## src/hdl/bank_switch_mapper_latch_irq_defines.svh

```systemverilog
// assertion macros used by the mapper rtl
`ifndef BANK_SWITCH_MAPPER_LATCH_IRQ_DEFINES_SVH
`define BANK_SWITCH_MAPPER_LATCH_IRQ_DEFINES_SVH

// same-cycle implication under reset
`define BSM_ASSERT_IMPLY(label, clk, rst_n, ante, cons) \
  label: assert property (@(posedge clk) disable iff (!(rst_n)) (ante) |-> (cons)) \
    else $error("bsm check failed");

// next-cycle implication under reset
`define BSM_ASSERT_NEXT(label, clk, rst_n, ante, cons) \
  label: assert property (@(posedge clk) disable iff (!(rst_n)) (ante) |=> (cons)) \
    else $error("bsm check failed");

`endif

```

## src/hdl/bsm_pkg.sv

```systemverilog
package bsm_pkg;

  // item operation codes
  typedef enum logic [1:0] {
    OP_CPU_WRITE = 2'd0,
    OP_PPU_FETCH = 2'd1,
    OP_A12_RISE  = 2'd2
  } op_e;

  // configuration register indexes
  typedef enum logic [1:0] {
    CFG_REV_A_IRQ_MODE    = 2'd0,
    CFG_PRG_BANK_MASK     = 2'd1,
    CFG_INITIAL_MIRRORING = 2'd2
  } cfg_idx_e;

  localparam int unsigned CfgIdxW  = 2;
  localparam int unsigned CfgDataW = 8;

  // cpu register decode
  localparam logic [15:0] CpuDecodeMask = 16'hE001;
  localparam logic [15:0] RegBankSelect = 16'h8000;
  localparam logic [15:0] RegBankData   = 16'h8001;
  localparam logic [15:0] RegMirroring  = 16'hA000;
  localparam logic [15:0] RegWramCtrl   = 16'hA001;
  localparam logic [15:0] RegIrqReload  = 16'hC000;
  localparam logic [15:0] RegIrqClear   = 16'hC001;
  localparam logic [15:0] RegIrqDisable = 16'hE000;
  localparam logic [15:0] RegIrqEnable  = 16'hE001;

  // tile latch fetch decode
  localparam logic [15:0] FetchMask  = 16'h1FF0;
  localparam logic [15:0] FetchLowFd = 16'h0FD0;
  localparam logic [15:0] FetchLowFe = 16'h0FE0;
  localparam logic [15:0] FetchHiFd  = 16'h1FD0;
  localparam logic [15:0] FetchHiFe  = 16'h1FE0;

  localparam logic [2:0] NumChrRegs   = 3'd6;
  localparam logic [1:0] MirrorFour   = 2'd2;
  localparam logic [7:0] PrgMaskReset = 8'd63;
  localparam logic [7:0] ReloadReset  = 8'hFF;

  typedef struct packed {
    logic [1:0]  operation;
    logic [15:0] address;
    logic [7:0]  value;
  } item_t;

  typedef struct packed {
    logic       rev_a_irq_mode;
    logic [7:0] prg_bank_mask;
    logic [1:0] initial_mirroring;
  } cfg_t;

  typedef struct packed {
    logic [2:0]      bank_select;
    logic            prg_swap;
    logic [5:0][7:0] chr_regs;
    logic [1:0][7:0] prg_regs;
    logic            low_latch_fe;
    logic            high_latch_fe;
    logic            irq_enable;
    logic [7:0]      irq_count;
    logic [7:0]      reload_val;
    logic            irq_clear_flag;
    logic            irq_pending;
    logic            mirror;
    logic            wram_enable;
    logic            wram_writable;
  } state_t;

  typedef struct packed {
    logic       irq_line;
    logic [5:0] chr_low_bank;
    logic       chr_low_is_rom;
    logic [5:0] chr_high_bank;
    logic       chr_high_is_rom;
    logic [7:0] prg_bank_8000;
    logic [7:0] prg_bank_a000;
    logic [7:0] prg_bank_c000;
    logic [7:0] prg_bank_e000;
    logic [1:0] mirror_mode;
    logic       wram_enable;
    logic       wram_writable;
  } result_t;

endpackage

```

## src/hdl/bsm_if.sv

```systemverilog
// input item channel
interface bsm_item_if;
  logic        valid;
  logic        ready;
  logic [1:0]  operation;
  logic [15:0] address;
  logic [7:0]  value;
  modport source (output valid, output operation, output address, output value, input ready);
  modport sink   (input valid, input operation, input address, input value, output ready);
endinterface

// result item channel
interface bsm_result_if;
  logic       valid;
  logic       ready;
  logic       irq_line;
  logic [5:0] chr_low_bank;
  logic       chr_low_is_rom;
  logic [5:0] chr_high_bank;
  logic       chr_high_is_rom;
  logic [7:0] prg_bank_8000;
  logic [7:0] prg_bank_a000;
  logic [7:0] prg_bank_c000;
  logic [7:0] prg_bank_e000;
  logic [1:0] mirror_mode;
  logic       wram_enable;
  logic       wram_writable;
  modport source (output valid, output irq_line, output chr_low_bank, output chr_low_is_rom,
                  output chr_high_bank, output chr_high_is_rom, output prg_bank_8000,
                  output prg_bank_a000, output prg_bank_c000, output prg_bank_e000,
                  output mirror_mode, output wram_enable, output wram_writable,
                  input ready);
  modport sink   (input valid, input irq_line, input chr_low_bank, input chr_low_is_rom,
                  input chr_high_bank, input chr_high_is_rom, input prg_bank_8000,
                  input prg_bank_a000, input prg_bank_c000, input prg_bank_e000,
                  input mirror_mode, input wram_enable, input wram_writable,
                  output ready);
endinterface

// configuration write channel
interface bsm_cfg_if;
  logic                        valid;
  logic                        ready;
  logic [bsm_pkg::CfgIdxW-1:0]  index;
  logic [bsm_pkg::CfgDataW-1:0] data;
  modport source (output valid, output index, output data, input ready);
  modport sink   (input valid, input index, input data, output ready);
endinterface

```

## src/hdl/bsm_core.sv

```systemverilog
module bsm_core (
  input  logic                         clk_i,
  input  logic                         rst_ni,
  input  logic                         step_i,
  input  bsm_pkg::item_t               item_i,
  input  logic                         cfg_we_i,
  input  logic [bsm_pkg::CfgIdxW-1:0]  cfg_index_i,
  input  logic [bsm_pkg::CfgDataW-1:0] cfg_data_i,
  output bsm_pkg::cfg_t                cfg_o,
  output bsm_pkg::state_t              state_q_o,
  output bsm_pkg::state_t              state_d_o
);

  bsm_pkg::cfg_t   cfg_q, cfg_d;
  bsm_pkg::state_t state_q, state_d;

  logic [15:0] cpu_reg;
  logic [15:0] fetch_tag;
  logic [7:0]  count_next;
  logic        count_reload;

  assign cpu_reg   = item_i.address & bsm_pkg::CpuDecodeMask;
  assign fetch_tag = item_i.address & bsm_pkg::FetchMask;

  // scanline counter step
  assign count_reload = (state_q.irq_count == 8'd0) || state_q.irq_clear_flag;
  assign count_next   = count_reload ? state_q.reload_val : (state_q.irq_count - 8'd1);

  // configuration writes
  always_comb begin
    cfg_d = cfg_q;
    if (cfg_we_i) begin
      unique case (bsm_pkg::cfg_idx_e'(cfg_index_i))
        bsm_pkg::CFG_REV_A_IRQ_MODE:    cfg_d.rev_a_irq_mode = cfg_data_i[0];
        bsm_pkg::CFG_PRG_BANK_MASK:     cfg_d.prg_bank_mask = cfg_data_i;
        bsm_pkg::CFG_INITIAL_MIRRORING: cfg_d.initial_mirroring = cfg_data_i[1:0];
        default: ;
      endcase
    end
  end

  // state update for one item and for initial mirroring writes
  always_comb begin
    state_d = state_q;
    if (cfg_we_i && (bsm_pkg::cfg_idx_e'(cfg_index_i) == bsm_pkg::CFG_INITIAL_MIRRORING)) begin
      state_d.mirror = cfg_data_i[0];
    end
    if (step_i) begin
      unique case (bsm_pkg::op_e'(item_i.operation))
        bsm_pkg::OP_CPU_WRITE: begin
          unique case (cpu_reg)
            bsm_pkg::RegBankSelect: begin
              state_d.bank_select = item_i.value[2:0];
              state_d.prg_swap    = item_i.value[6];
            end
            bsm_pkg::RegBankData: begin
              if (state_q.bank_select < bsm_pkg::NumChrRegs) begin
                state_d.chr_regs[state_q.bank_select] = item_i.value;
              end else begin
                state_d.prg_regs[state_q.bank_select[0]] = item_i.value & cfg_q.prg_bank_mask;
              end
            end
            bsm_pkg::RegMirroring: begin
              if (!cfg_q.initial_mirroring[1]) begin
                state_d.mirror = item_i.value[0];
              end
            end
            bsm_pkg::RegWramCtrl: begin
              state_d.wram_enable   = item_i.value[7];
              state_d.wram_writable = !item_i.value[6];
            end
            bsm_pkg::RegIrqReload: state_d.reload_val = item_i.value;
            bsm_pkg::RegIrqClear: begin
              if (cfg_q.rev_a_irq_mode) begin
                state_d.irq_clear_flag = 1'b1;
              end
              state_d.irq_count = 8'd0;
            end
            bsm_pkg::RegIrqDisable: begin
              state_d.irq_enable  = 1'b0;
              state_d.irq_pending = 1'b0;
            end
            bsm_pkg::RegIrqEnable: state_d.irq_enable = 1'b1;
            default: ;
          endcase
        end
        bsm_pkg::OP_PPU_FETCH: begin
          priority if (fetch_tag == bsm_pkg::FetchLowFd) begin
            state_d.low_latch_fe = 1'b0;
          end else if (fetch_tag == bsm_pkg::FetchLowFe) begin
            state_d.low_latch_fe = 1'b1;
          end else if (fetch_tag == bsm_pkg::FetchHiFd) begin
            state_d.high_latch_fe = 1'b0;
          end else if (fetch_tag == bsm_pkg::FetchHiFe) begin
            state_d.high_latch_fe = 1'b1;
          end
        end
        bsm_pkg::OP_A12_RISE: begin
          state_d.irq_count      = count_next;
          state_d.irq_clear_flag = 1'b0;
          if ((!cfg_q.rev_a_irq_mode || (state_q.irq_count != 8'd0) || state_q.irq_clear_flag)
              && (count_next == 8'd0) && state_q.irq_enable) begin
            state_d.irq_pending = 1'b1;
          end
        end
        default: ;
      endcase
    end
  end

  // state and configuration registers
  always_ff @(posedge clk_i or negedge rst_ni) begin
    if (!rst_ni) begin
      cfg_q.rev_a_irq_mode    <= 1'b0;
      cfg_q.prg_bank_mask     <= bsm_pkg::PrgMaskReset;
      cfg_q.initial_mirroring <= 2'd0;
      state_q.bank_select     <= 3'd0;
      state_q.prg_swap        <= 1'b0;
      state_q.chr_regs        <= '0;
      state_q.prg_regs[0]     <= 8'd0;
      state_q.prg_regs[1]     <= 8'd1;
      state_q.low_latch_fe    <= 1'b1;
      state_q.high_latch_fe   <= 1'b1;
      state_q.irq_enable      <= 1'b0;
      state_q.irq_count       <= 8'd0;
      state_q.reload_val      <= bsm_pkg::ReloadReset;
      state_q.irq_clear_flag  <= 1'b0;
      state_q.irq_pending     <= 1'b0;
      state_q.mirror          <= 1'b0;
      state_q.wram_enable     <= 1'b1;
      state_q.wram_writable   <= 1'b1;
    end else begin
      cfg_q   <= cfg_d;
      state_q <= state_d;
    end
  end

  assign cfg_o     = cfg_q;
  assign state_q_o = state_q;
  assign state_d_o = state_d;

endmodule

```

## src/hdl/bsm_map.sv

```systemverilog
module bsm_map (
  input  bsm_pkg::cfg_t    cfg_i,
  input  bsm_pkg::state_t  state_i,
  output bsm_pkg::result_t result_o
);

  logic [7:0] chr_lo;
  logic [7:0] chr_hi;
  logic [7:0] prg_fixed;

  // tile latches pick the 4k windows
  assign chr_lo    = state_i.low_latch_fe ? state_i.chr_regs[1] : state_i.chr_regs[0];
  assign chr_hi    = state_i.high_latch_fe ? state_i.chr_regs[4] : state_i.chr_regs[2];
  assign prg_fixed = cfg_i.prg_bank_mask - 8'd1;

  // bank map
  always_comb begin
    result_o.irq_line        = state_i.irq_pending;
    result_o.chr_low_bank    = chr_lo[7:2];
    result_o.chr_low_is_rom  = (chr_lo != 8'd0);
    result_o.chr_high_bank   = chr_hi[7:2];
    result_o.chr_high_is_rom = (chr_hi != 8'd0);
    result_o.prg_bank_8000   = state_i.prg_swap ? prg_fixed : state_i.prg_regs[0];
    result_o.prg_bank_a000   = state_i.prg_regs[1];
    result_o.prg_bank_c000   = state_i.prg_swap ? state_i.prg_regs[0] : prg_fixed;
    result_o.prg_bank_e000   = cfg_i.prg_bank_mask;
    result_o.mirror_mode     = cfg_i.initial_mirroring[1] ? bsm_pkg::MirrorFour
                                                           : {1'b0, state_i.mirror};
    result_o.wram_enable     = state_i.wram_enable;
    result_o.wram_writable   = state_i.wram_writable;
  end

endmodule

```

## src/hdl/bank_switch_mapper_latch_irq.sv

```systemverilog
// an accepted item is held in the input register and its result in the result register
// throughput: one item per cycle, sustained whenever the result side takes items
// the input register and result register form a two-stage pipe with stall on result
// reset (rst_ni low, asynchronous) clears the pipe and loads the power-up mapper registers
`include "bank_switch_mapper_latch_irq_defines.svh"

module bank_switch_mapper_latch_irq (
  input  logic         clk_i,
  input  logic         rst_ni,
  bsm_item_if.sink     item_i,
  bsm_result_if.source result_o,
  bsm_cfg_if.sink      cfg_i
);

  logic             in_valid_q;
  bsm_pkg::item_t   in_item_q;
  logic             out_valid_q;
  bsm_pkg::result_t out_q;

  logic             advance;
  logic             step;
  bsm_pkg::cfg_t    cfg;
  bsm_pkg::state_t  state_q;
  bsm_pkg::state_t  state_d;
  bsm_pkg::result_t map;

  // pipe control
  assign advance      = !out_valid_q || result_o.ready;
  assign step         = in_valid_q && advance;
  assign item_i.ready = !in_valid_q || advance;
  assign cfg_i.ready  = 1'b1;

  // input register
  always_ff @(posedge clk_i or negedge rst_ni) begin
    if (!rst_ni) begin
      in_valid_q <= 1'b0;
    end else if (item_i.ready) begin
      in_valid_q <= item_i.valid;
    end
  end

  always_ff @(posedge clk_i) begin
    if (item_i.ready && item_i.valid) begin
      in_item_q.operation <= item_i.operation;
      in_item_q.address   <= item_i.address;
      in_item_q.value     <= item_i.value;
    end
  end

  bsm_core u_core (
    .clk_i       (clk_i),
    .rst_ni      (rst_ni),
    .step_i      (step),
    .item_i      (in_item_q),
    .cfg_we_i    (cfg_i.valid),
    .cfg_index_i (cfg_i.index),
    .cfg_data_i  (cfg_i.data),
    .cfg_o       (cfg),
    .state_q_o   (state_q),
    .state_d_o   (state_d)
  );

  bsm_map u_map (
    .cfg_i    (cfg),
    .state_i  (state_d),
    .result_o (map)
  );

  // result register
  always_ff @(posedge clk_i or negedge rst_ni) begin
    if (!rst_ni) begin
      out_valid_q <= 1'b0;
    end else if (advance) begin
      out_valid_q <= in_valid_q;
    end
  end

  always_ff @(posedge clk_i) begin
    if (step) begin
      out_q <= map;
    end
  end

  assign result_o.valid           = out_valid_q;
  assign result_o.irq_line        = out_q.irq_line;
  assign result_o.chr_low_bank    = out_q.chr_low_bank;
  assign result_o.chr_low_is_rom  = out_q.chr_low_is_rom;
  assign result_o.chr_high_bank   = out_q.chr_high_bank;
  assign result_o.chr_high_is_rom = out_q.chr_high_is_rom;
  assign result_o.prg_bank_8000   = out_q.prg_bank_8000;
  assign result_o.prg_bank_a000   = out_q.prg_bank_a000;
  assign result_o.prg_bank_c000   = out_q.prg_bank_c000;
  assign result_o.prg_bank_e000   = out_q.prg_bank_e000;
  assign result_o.mirror_mode     = out_q.mirror_mode;
  assign result_o.wram_enable     = out_q.wram_enable;
  assign result_o.wram_writable   = out_q.wram_writable;

  // checks
  `BSM_ASSERT_IMPLY(a_ready_when_empty, clk_i, rst_ni, !out_valid_q, item_i.ready)
  `BSM_ASSERT_IMPLY(a_irq_rise_enabled, clk_i, rst_ni, $rose(state_q.irq_pending), state_q.irq_enable)
  `BSM_ASSERT_NEXT(a_irq_holds_idle, clk_i, rst_ni, state_q.irq_pending && !step, state_q.irq_pending)

endmodule

```

## src/flat_wrapper.sv

```systemverilog
// flat-port wrapper written by rule: the top's interface ports become plain ports
module bank_switch_mapper_latch_irq_flat 
  (clk_i, rst_ni, item_i_valid, item_i_operation, item_i_address, item_i_value, item_i_ready, result_o_valid, result_o_irq_line, result_o_chr_low_bank, result_o_chr_low_is_rom, result_o_chr_high_bank, result_o_chr_high_is_rom, result_o_prg_bank_8000, result_o_prg_bank_a000, result_o_prg_bank_c000, result_o_prg_bank_e000, result_o_mirror_mode, result_o_wram_enable, result_o_wram_writable, result_o_ready, cfg_i_valid, cfg_i_index, cfg_i_data, cfg_i_ready);
  bsm_item_if item_i_i ();
  bsm_result_if result_o_i ();
  bsm_cfg_if cfg_i_i ();
  input  logic clk_i;
  input  logic rst_ni;
  input wire logic [$bits(item_i_i.valid)-1:0] item_i_valid;
  input wire logic [$bits(item_i_i.operation)-1:0] item_i_operation;
  input wire logic [$bits(item_i_i.address)-1:0] item_i_address;
  input wire logic [$bits(item_i_i.value)-1:0] item_i_value;
  output wire logic [$bits(item_i_i.ready)-1:0] item_i_ready;
  output wire logic [$bits(result_o_i.valid)-1:0] result_o_valid;
  output wire logic [$bits(result_o_i.irq_line)-1:0] result_o_irq_line;
  output wire logic [$bits(result_o_i.chr_low_bank)-1:0] result_o_chr_low_bank;
  output wire logic [$bits(result_o_i.chr_low_is_rom)-1:0] result_o_chr_low_is_rom;
  output wire logic [$bits(result_o_i.chr_high_bank)-1:0] result_o_chr_high_bank;
  output wire logic [$bits(result_o_i.chr_high_is_rom)-1:0] result_o_chr_high_is_rom;
  output wire logic [$bits(result_o_i.prg_bank_8000)-1:0] result_o_prg_bank_8000;
  output wire logic [$bits(result_o_i.prg_bank_a000)-1:0] result_o_prg_bank_a000;
  output wire logic [$bits(result_o_i.prg_bank_c000)-1:0] result_o_prg_bank_c000;
  output wire logic [$bits(result_o_i.prg_bank_e000)-1:0] result_o_prg_bank_e000;
  output wire logic [$bits(result_o_i.mirror_mode)-1:0] result_o_mirror_mode;
  output wire logic [$bits(result_o_i.wram_enable)-1:0] result_o_wram_enable;
  output wire logic [$bits(result_o_i.wram_writable)-1:0] result_o_wram_writable;
  input wire logic [$bits(result_o_i.ready)-1:0] result_o_ready;
  input wire logic [$bits(cfg_i_i.valid)-1:0] cfg_i_valid;
  input wire logic [$bits(cfg_i_i.index)-1:0] cfg_i_index;
  input wire logic [$bits(cfg_i_i.data)-1:0] cfg_i_data;
  output wire logic [$bits(cfg_i_i.ready)-1:0] cfg_i_ready;
  assign item_i_i.valid = item_i_valid;
  assign item_i_i.operation = item_i_operation;
  assign item_i_i.address = item_i_address;
  assign item_i_i.value = item_i_value;
  assign item_i_ready = item_i_i.ready;
  assign result_o_valid = result_o_i.valid;
  assign result_o_irq_line = result_o_i.irq_line;
  assign result_o_chr_low_bank = result_o_i.chr_low_bank;
  assign result_o_chr_low_is_rom = result_o_i.chr_low_is_rom;
  assign result_o_chr_high_bank = result_o_i.chr_high_bank;
  assign result_o_chr_high_is_rom = result_o_i.chr_high_is_rom;
  assign result_o_prg_bank_8000 = result_o_i.prg_bank_8000;
  assign result_o_prg_bank_a000 = result_o_i.prg_bank_a000;
  assign result_o_prg_bank_c000 = result_o_i.prg_bank_c000;
  assign result_o_prg_bank_e000 = result_o_i.prg_bank_e000;
  assign result_o_mirror_mode = result_o_i.mirror_mode;
  assign result_o_wram_enable = result_o_i.wram_enable;
  assign result_o_wram_writable = result_o_i.wram_writable;
  assign result_o_i.ready = result_o_ready;
  assign cfg_i_i.valid = cfg_i_valid;
  assign cfg_i_i.index = cfg_i_index;
  assign cfg_i_i.data = cfg_i_data;
  assign cfg_i_ready = cfg_i_i.ready;
  bank_switch_mapper_latch_irq u_core (.clk_i(clk_i), .rst_ni(rst_ni), .item_i(item_i_i), .result_o(result_o_i), .cfg_i(cfg_i_i));
endmodule
```

## config.mk

```make
export PLATFORM = sky130hd
export DESIGN_NAME = bank_switch_mapper_latch_irq_flat
export DESIGN_NICKNAME = d
export VERILOG_FILES = /design/src/hdl/bsm_pkg.sv /design/src/hdl/bsm_if.sv /design/src/hdl/bsm_core.sv /design/src/hdl/bsm_map.sv /design/src/hdl/bank_switch_mapper_latch_irq.sv /design/src/flat_wrapper.sv
export VERILOG_INCLUDE_DIRS = /design/src /design/src/hdl
export SDC_FILE = /design/constraint.sdc
export NUM_CORES = 1
export LEC_CHECK = 0
export BUFFER_PORTS_ARGS = -buffer_cell sky130_fd_sc_hd__buf_2
export CAP_MARGIN = 0
export CORE_MARGIN = 2
export CORE_UTILIZATION = 57
export CTS_CLUSTER_DIAMETER = 50
export DETAILED_ROUTE_END_ITERATION = 10
export PLACE_DENSITY = 0.79
export SYNTH_ARGS = -nofsm -noshare
export SYNTH_HDL_FRONTEND = slang
export SYNTH_SLANG_ARGS = --single-unit
export TNS_END_PERCENT = 30
```

## constraint.sdc

```tcl
create_clock -name clk_i -period 3.8 [get_ports clk_i]
set_clock_uncertainty 0.05 [all_clocks]
set_input_delay 0 -clock clk_i [delete_from_list [all_inputs] [get_ports clk_i]]
set_output_delay 0 -clock clk_i [all_outputs]
set_load 0.02 [all_outputs]
```

# --- Word-level counts from Yosys, hierarchy flattened ---
# Cells that the tools add are included.
totals:
  register_bits: 182
  output_inout_bits: 54
  input_bits: 41
op_classes:
  mux: 41
  magnitude_cmp: 5
  addsub: 2
  n_eq_ne: 18
  n_bitwise: 1
  reduce_logical: 34
ops:
  columns: ["cell", "count"]
  rows:
  - ["$mux 89", 1]
  - ["$mux 8", 10]
  - ["$mux 65", 1]
  - ["$mux 64", 1]
  - ["$bwmux 48", 1]
  - ["$mux 48", 1]
  - ["$eq 4x4->1 const B", 8]
  - ["$demux 8 s3", 1]
  - ["$reduce_bool 8->1", 3]
  - ["$eq 9x8->1 const B", 2]
  - ["$eq 9x9->1 const B", 2]
  - ["$bwmux 16", 1]
  - ["$logic_not 8->1", 2]
  - ["$mux 16", 1]
  - ["$pmux 8 s2", 1]
  - ["$sub 8x1->8 const B", 2]
  - ["$mux 1", 15]
  - ["$reduce_and 3->1", 4]
  - ["$and 8x8->8", 1]
  - ["$demux 8 s1", 1]
  - ["$reduce_and 4->1", 2]
  - ["$logic_and 1x1->1", 7]
  - ["$mux 2", 3]
  - ["$reduce_and 2->1", 3]
  - ["16 further kinds", 27]

# --- Depth between registers and ports, before layout ---
logic_depth:
  depth_word: 11
  depth_mapped: 10
  depth_no_buf: 9

# --- Hierarchy ---
# A second synthesis with hierarchy kept.
hier_totals:
  cells_unflattened: 511
  hier_area_um2: 7544.7
by_module_without_submodules:
  columns: ["module", "cells_each", "area_each_um2", "n_inst", "seq_area_each_um2"]
  rows:
  - ["bsm_core", 327, 4441.8, 1, 2601.2]
  - ["bank_switch_mapper_latch_irq", 87, 2427.3, 1, 2362.3]
  - ["bsm_map", 97, 675.6, 1, 0.0]

# --- Worst setup path after synthesis ---
# Ideal clock, no wire load.
synth_timing:
  kind: "register to register"
  startpoint: "register u_core.in_item_q[25] (netlist bit)"
  endpoint: "register u_core.out_q (netlist bit u_core.result_o.chr_low_is_rom), data pin"
  setup_time_ns: 0.272
  arrival_ns: 2.509
  path_stages_with_launch: 9
  slack_ns: 0.969
  path_buffers: 2
  cell_sequence: "edfxtp_1 > buf_6 > or4_4 > buf_6 > or4_4 > a21oi_2 > or2_2 > a222oi_1 > or4_1"
synth_rtl:
  columns: ["element", "line_no", "source"]
  rows:
  - ["from (decl)", "bank_switch_mapper_latch_irq.sv:16", "bsm_pkg::item_t in_item_q;"]
  - ["to (signal assigned)", "bank_switch_mapper_latch_irq.sv:80", "out_q <= map;"]
  - ["to (decl)", "bank_switch_mapper_latch_irq.sv:18", "bsm_pkg::result_t out_q;"]

==> results.md <==
* Worst-path clk slew at 60 ps
* Pre-antenna DRT Iters at 5
* Synthesized flop and latch total at around 160
* Setup CP Type: reg -> reg
* Total power at about 4.6 mW
* Hold WC Path Type: in -> reg
* Clock tree sinks at between 150 and 200
* Layout area overhead at 21.90%
* Mapped Cells at 558
* Die Footprint at 13130 um^2
* Grt total ovfl at 0
* Critical path arrival at ~3300 ps
* Minimum clock period at 3182 ps
* Share of the cycle needed by the critical path after routing at between 80% and 90%
* Setup crit end kind: register
* Post-CTS Resized at 0
* TritonCTS clock tree: yes
* Number of global-route vias before repair at 4906
* Fmax at ~0.31 GHz
* PortBufs at 90
* Final-report hold violation count at 0
* Relative slew slack at roughly 26%
* Vias post-DR at roughly 5k
* Final non-filler cell total at 850
* Initial antenna violation count at 0
* Asr flop ratio synth at 54.32%
* Dpl cells at 780
* RSZ-0062 raised after global routing: no
* WL met1 at between 6000 and 7000 um
* GRT Resource Usage Total at about a quarter
* Layout cells sized above 1 at between 20% and 30%
* Fin worst setup slack at ~620 ps
* Lkg Pwr at ~3.7 nW
* Worst Tran Pin Value at roughly 1100 ps
* Hold Slack at approximately 54 ps
* Core ar. at between 10000 and 15000 um^2
* Highest metal used: met4
* Fin. max-slew vios at 0
* Vias/cell at approximately 5.8
* Routed wl met2 at 7626 um
* FILL cells at roughly 800
* Startpoint Class: register
* DRT antenna net count at 0
* HPWL Detailed at just under 10000 um
* Initial Util at between 50 and 60%
* Placement Setup Slack at between 600 and 700 ps
* # DRC at 0
* Pwr per Cell Area at 544.4 nW/um^2
* Seq/Total Area, Yosys at 63.80%
* Max Cap Viol at 0
* Critical-path maximum fanout at 14
* H-Tree Level Count at 4
* Iter 0 DRT Violations at 434
* Top-area cell type share of the netlist area at between 30% and 40%
* Clock buffer depth at 2
* CTS Buf Count at 17
* Most frequent cells in the layout: buf_2, edfxtp_1, dfrtp_1
* DIE HEIGHT at approximately 110 um
* Ys Warns at 0
* Most common cell after layout, fill and taps aside: buf_2
* Largest cells by area after synthesis: edfxtp_1, dfrtp_1, dfstp_2
* DIE WIDTH at approximately 110 um
* Final Net Count at 733
* Post-Syn Area at ~7000 um^2
* Yosys cell types at 67
* Clock Latency Late Sink at 430 ps
* Wire length per cell at roughly 18 um
* Total negative slack at 0 ps
* Status: finished, final reports clean
* Avg Cell Area, Syn at ~12 um^2
* Largest net degree at the start of global routing at 60
* WP data required at approximately 3900 ps
* Num rows at 40
* Area leader, netlist: edfxtp_1
* EDFF count, synth at 74
* Routability congestion estimate at 0.8814
* # IOs at between 90 and 100
* Diodes inserted at 0
* VDD IR max at 0.0003632 V
* WL met3 at approximately 770 um
* Syn_nets at roughly 600
* Synth Flop Type: edfxtp_1
* # setup viols final at 0
* DRT Wirelength at between 15000 and 20000 um
* Wire length of the first global-routing pass at ~24000 um
* CTS root buf: clkbuf_16
[routing by layer]
layer	vias up	GRT usage, %
met3	37	5.717
met5	-	0
met2	206	40.67
met1	2421	31.30
li1	2303	-
met4	0	11.71
[worst max-delay path: stages (launching register included)]
cell	delay, ps
edfxtp_1	520
nor3b_1	340
nor4b_2	340
buf_4	200
nand2_1	120
mux2i_1	160
inv_1	440
nor2_1	170
a22o_1	220
a221o_1	360
[synthesized netlist by cell type (3+ instances only)]
master	count
a31oi_1	3
nor2b_1	7
a221o_1	3
inv_1	29
o31a_1	3
clkbuf_1	14
dfstp_2	19
a21oi_1	15
a222oi_1	3
nor2_1	25
mux2i_1	16
edfxtp_1	74
mux2_2	41
nor3_1	10
nor4_1	6
nand3_1	17
nand3b_1	7
nand2_1	62
nor3b_1	6
nand2b_1	5
nand4_1	5
dfrtp_1	69
a211oi_1	5
o21ai_0	42
xnor2_1	4
and3_1	3
xor2_1	3
a22oi_1	3
or4_1	5
[where the power goes]
| group | switching (mW) | internal (mW) |
|---|---|---|
| sequential | 0.150 | 2.07 |
| combinational | 0.467 | 0.329 |
| clock | 0.673 | 0.934 |
| total | 1.29 | 3.34 |
[cell families after synthesis]
| family | Yosys count | synth area share (%) |
|---|---|---|
| other | 1 | 0.05379 |
| AND/OR/NAND/NOR | 179 | 13.53 |
| buffers and inverters | 50 | 3.033 |
| adder cells (fa/ha/maj) | 2 | 0.3589 |
| XOR/XNOR | 7 | 0.8794 |
| multiplexers | 57 | 8.920 |
| flip-flops | 162 | 63.80 |
| AO/OA/AOI/OAI | 100 | 9.422 |
[path summary, 6_finish.rpt]
path | startpoint | endpoint | slack (ps) | cells past startpoint
worst min register to register | u_core.u_core.state_q_o[54] | u_core.u_core.state_q_o[54] | 440 | 2
max in group asynchronous | rst_ni | u_core.u_core.state_q_o[0] | 2620 | 3
worst max-delay path | u_core.in_item_q[25] | u_core.result_o.prg_bank_8000[5] | 620 | 9
min in group asynchronous | rst_ni | u_core.u_core.state_q_o[52] | 130 | 2
worst max register to register | u_core.in_item_q[25] | u_core.result_o.prg_bank_8000[5] | 620 | 9
worst min-delay path | cfg_i_index[1] | u_core.u_core.state_q_o[2] | 50 | 4
[repair_timing]
action | CTS | global route
hold buffers | 38 | 0
hold endpoints to repair | 85 | 0
setup buffers | 0 | 0
[registers in the layout (all words and copies together), names as in the netlist, 2 cells and up]
name and count:
u_core.u_core.state_q_o 76, u_core.result_o.prg_bank_8000 8, u_core.result_o.mirror_mode 2, u_core.result_o.prg_bank_e000 8, u_core.in_item_q 23, u_core.result_o.prg_bank_a000 8, u_core.u_core.cfg_o 10, u_core.result_o.prg_bank_c000 8
u_core.result_o.chr_high_bank 6, u_core.result_o.chr_low_bank 6
[area by class of cell]
cell class / count / area [um^2] / area share [%]
Tap cell: 147 / 183.9 / 2.164
Sequential cell: 162 / 4448 / 52.34
Timing Repair Buffer: 134 / 878.3 / 10.34
Clock inverter: 12 / 110.1 / 1.296
Multi-Input combinational cell: 346 / 2312 / 27.21
Clock buffer: 20 / 456.7 / 5.374
Inverter: 29 / 108.9 / 1.281
[through the flow]
step                utilization [%]  cell area [um^2]
finish                        71.05              8498
global route                  71.05              8498
detailed placement            63.13              7551
global placement              63.13              7551
floorplan                         -              6972
CTS                           71.05              8498
Power figures use the tool's default switching activity.
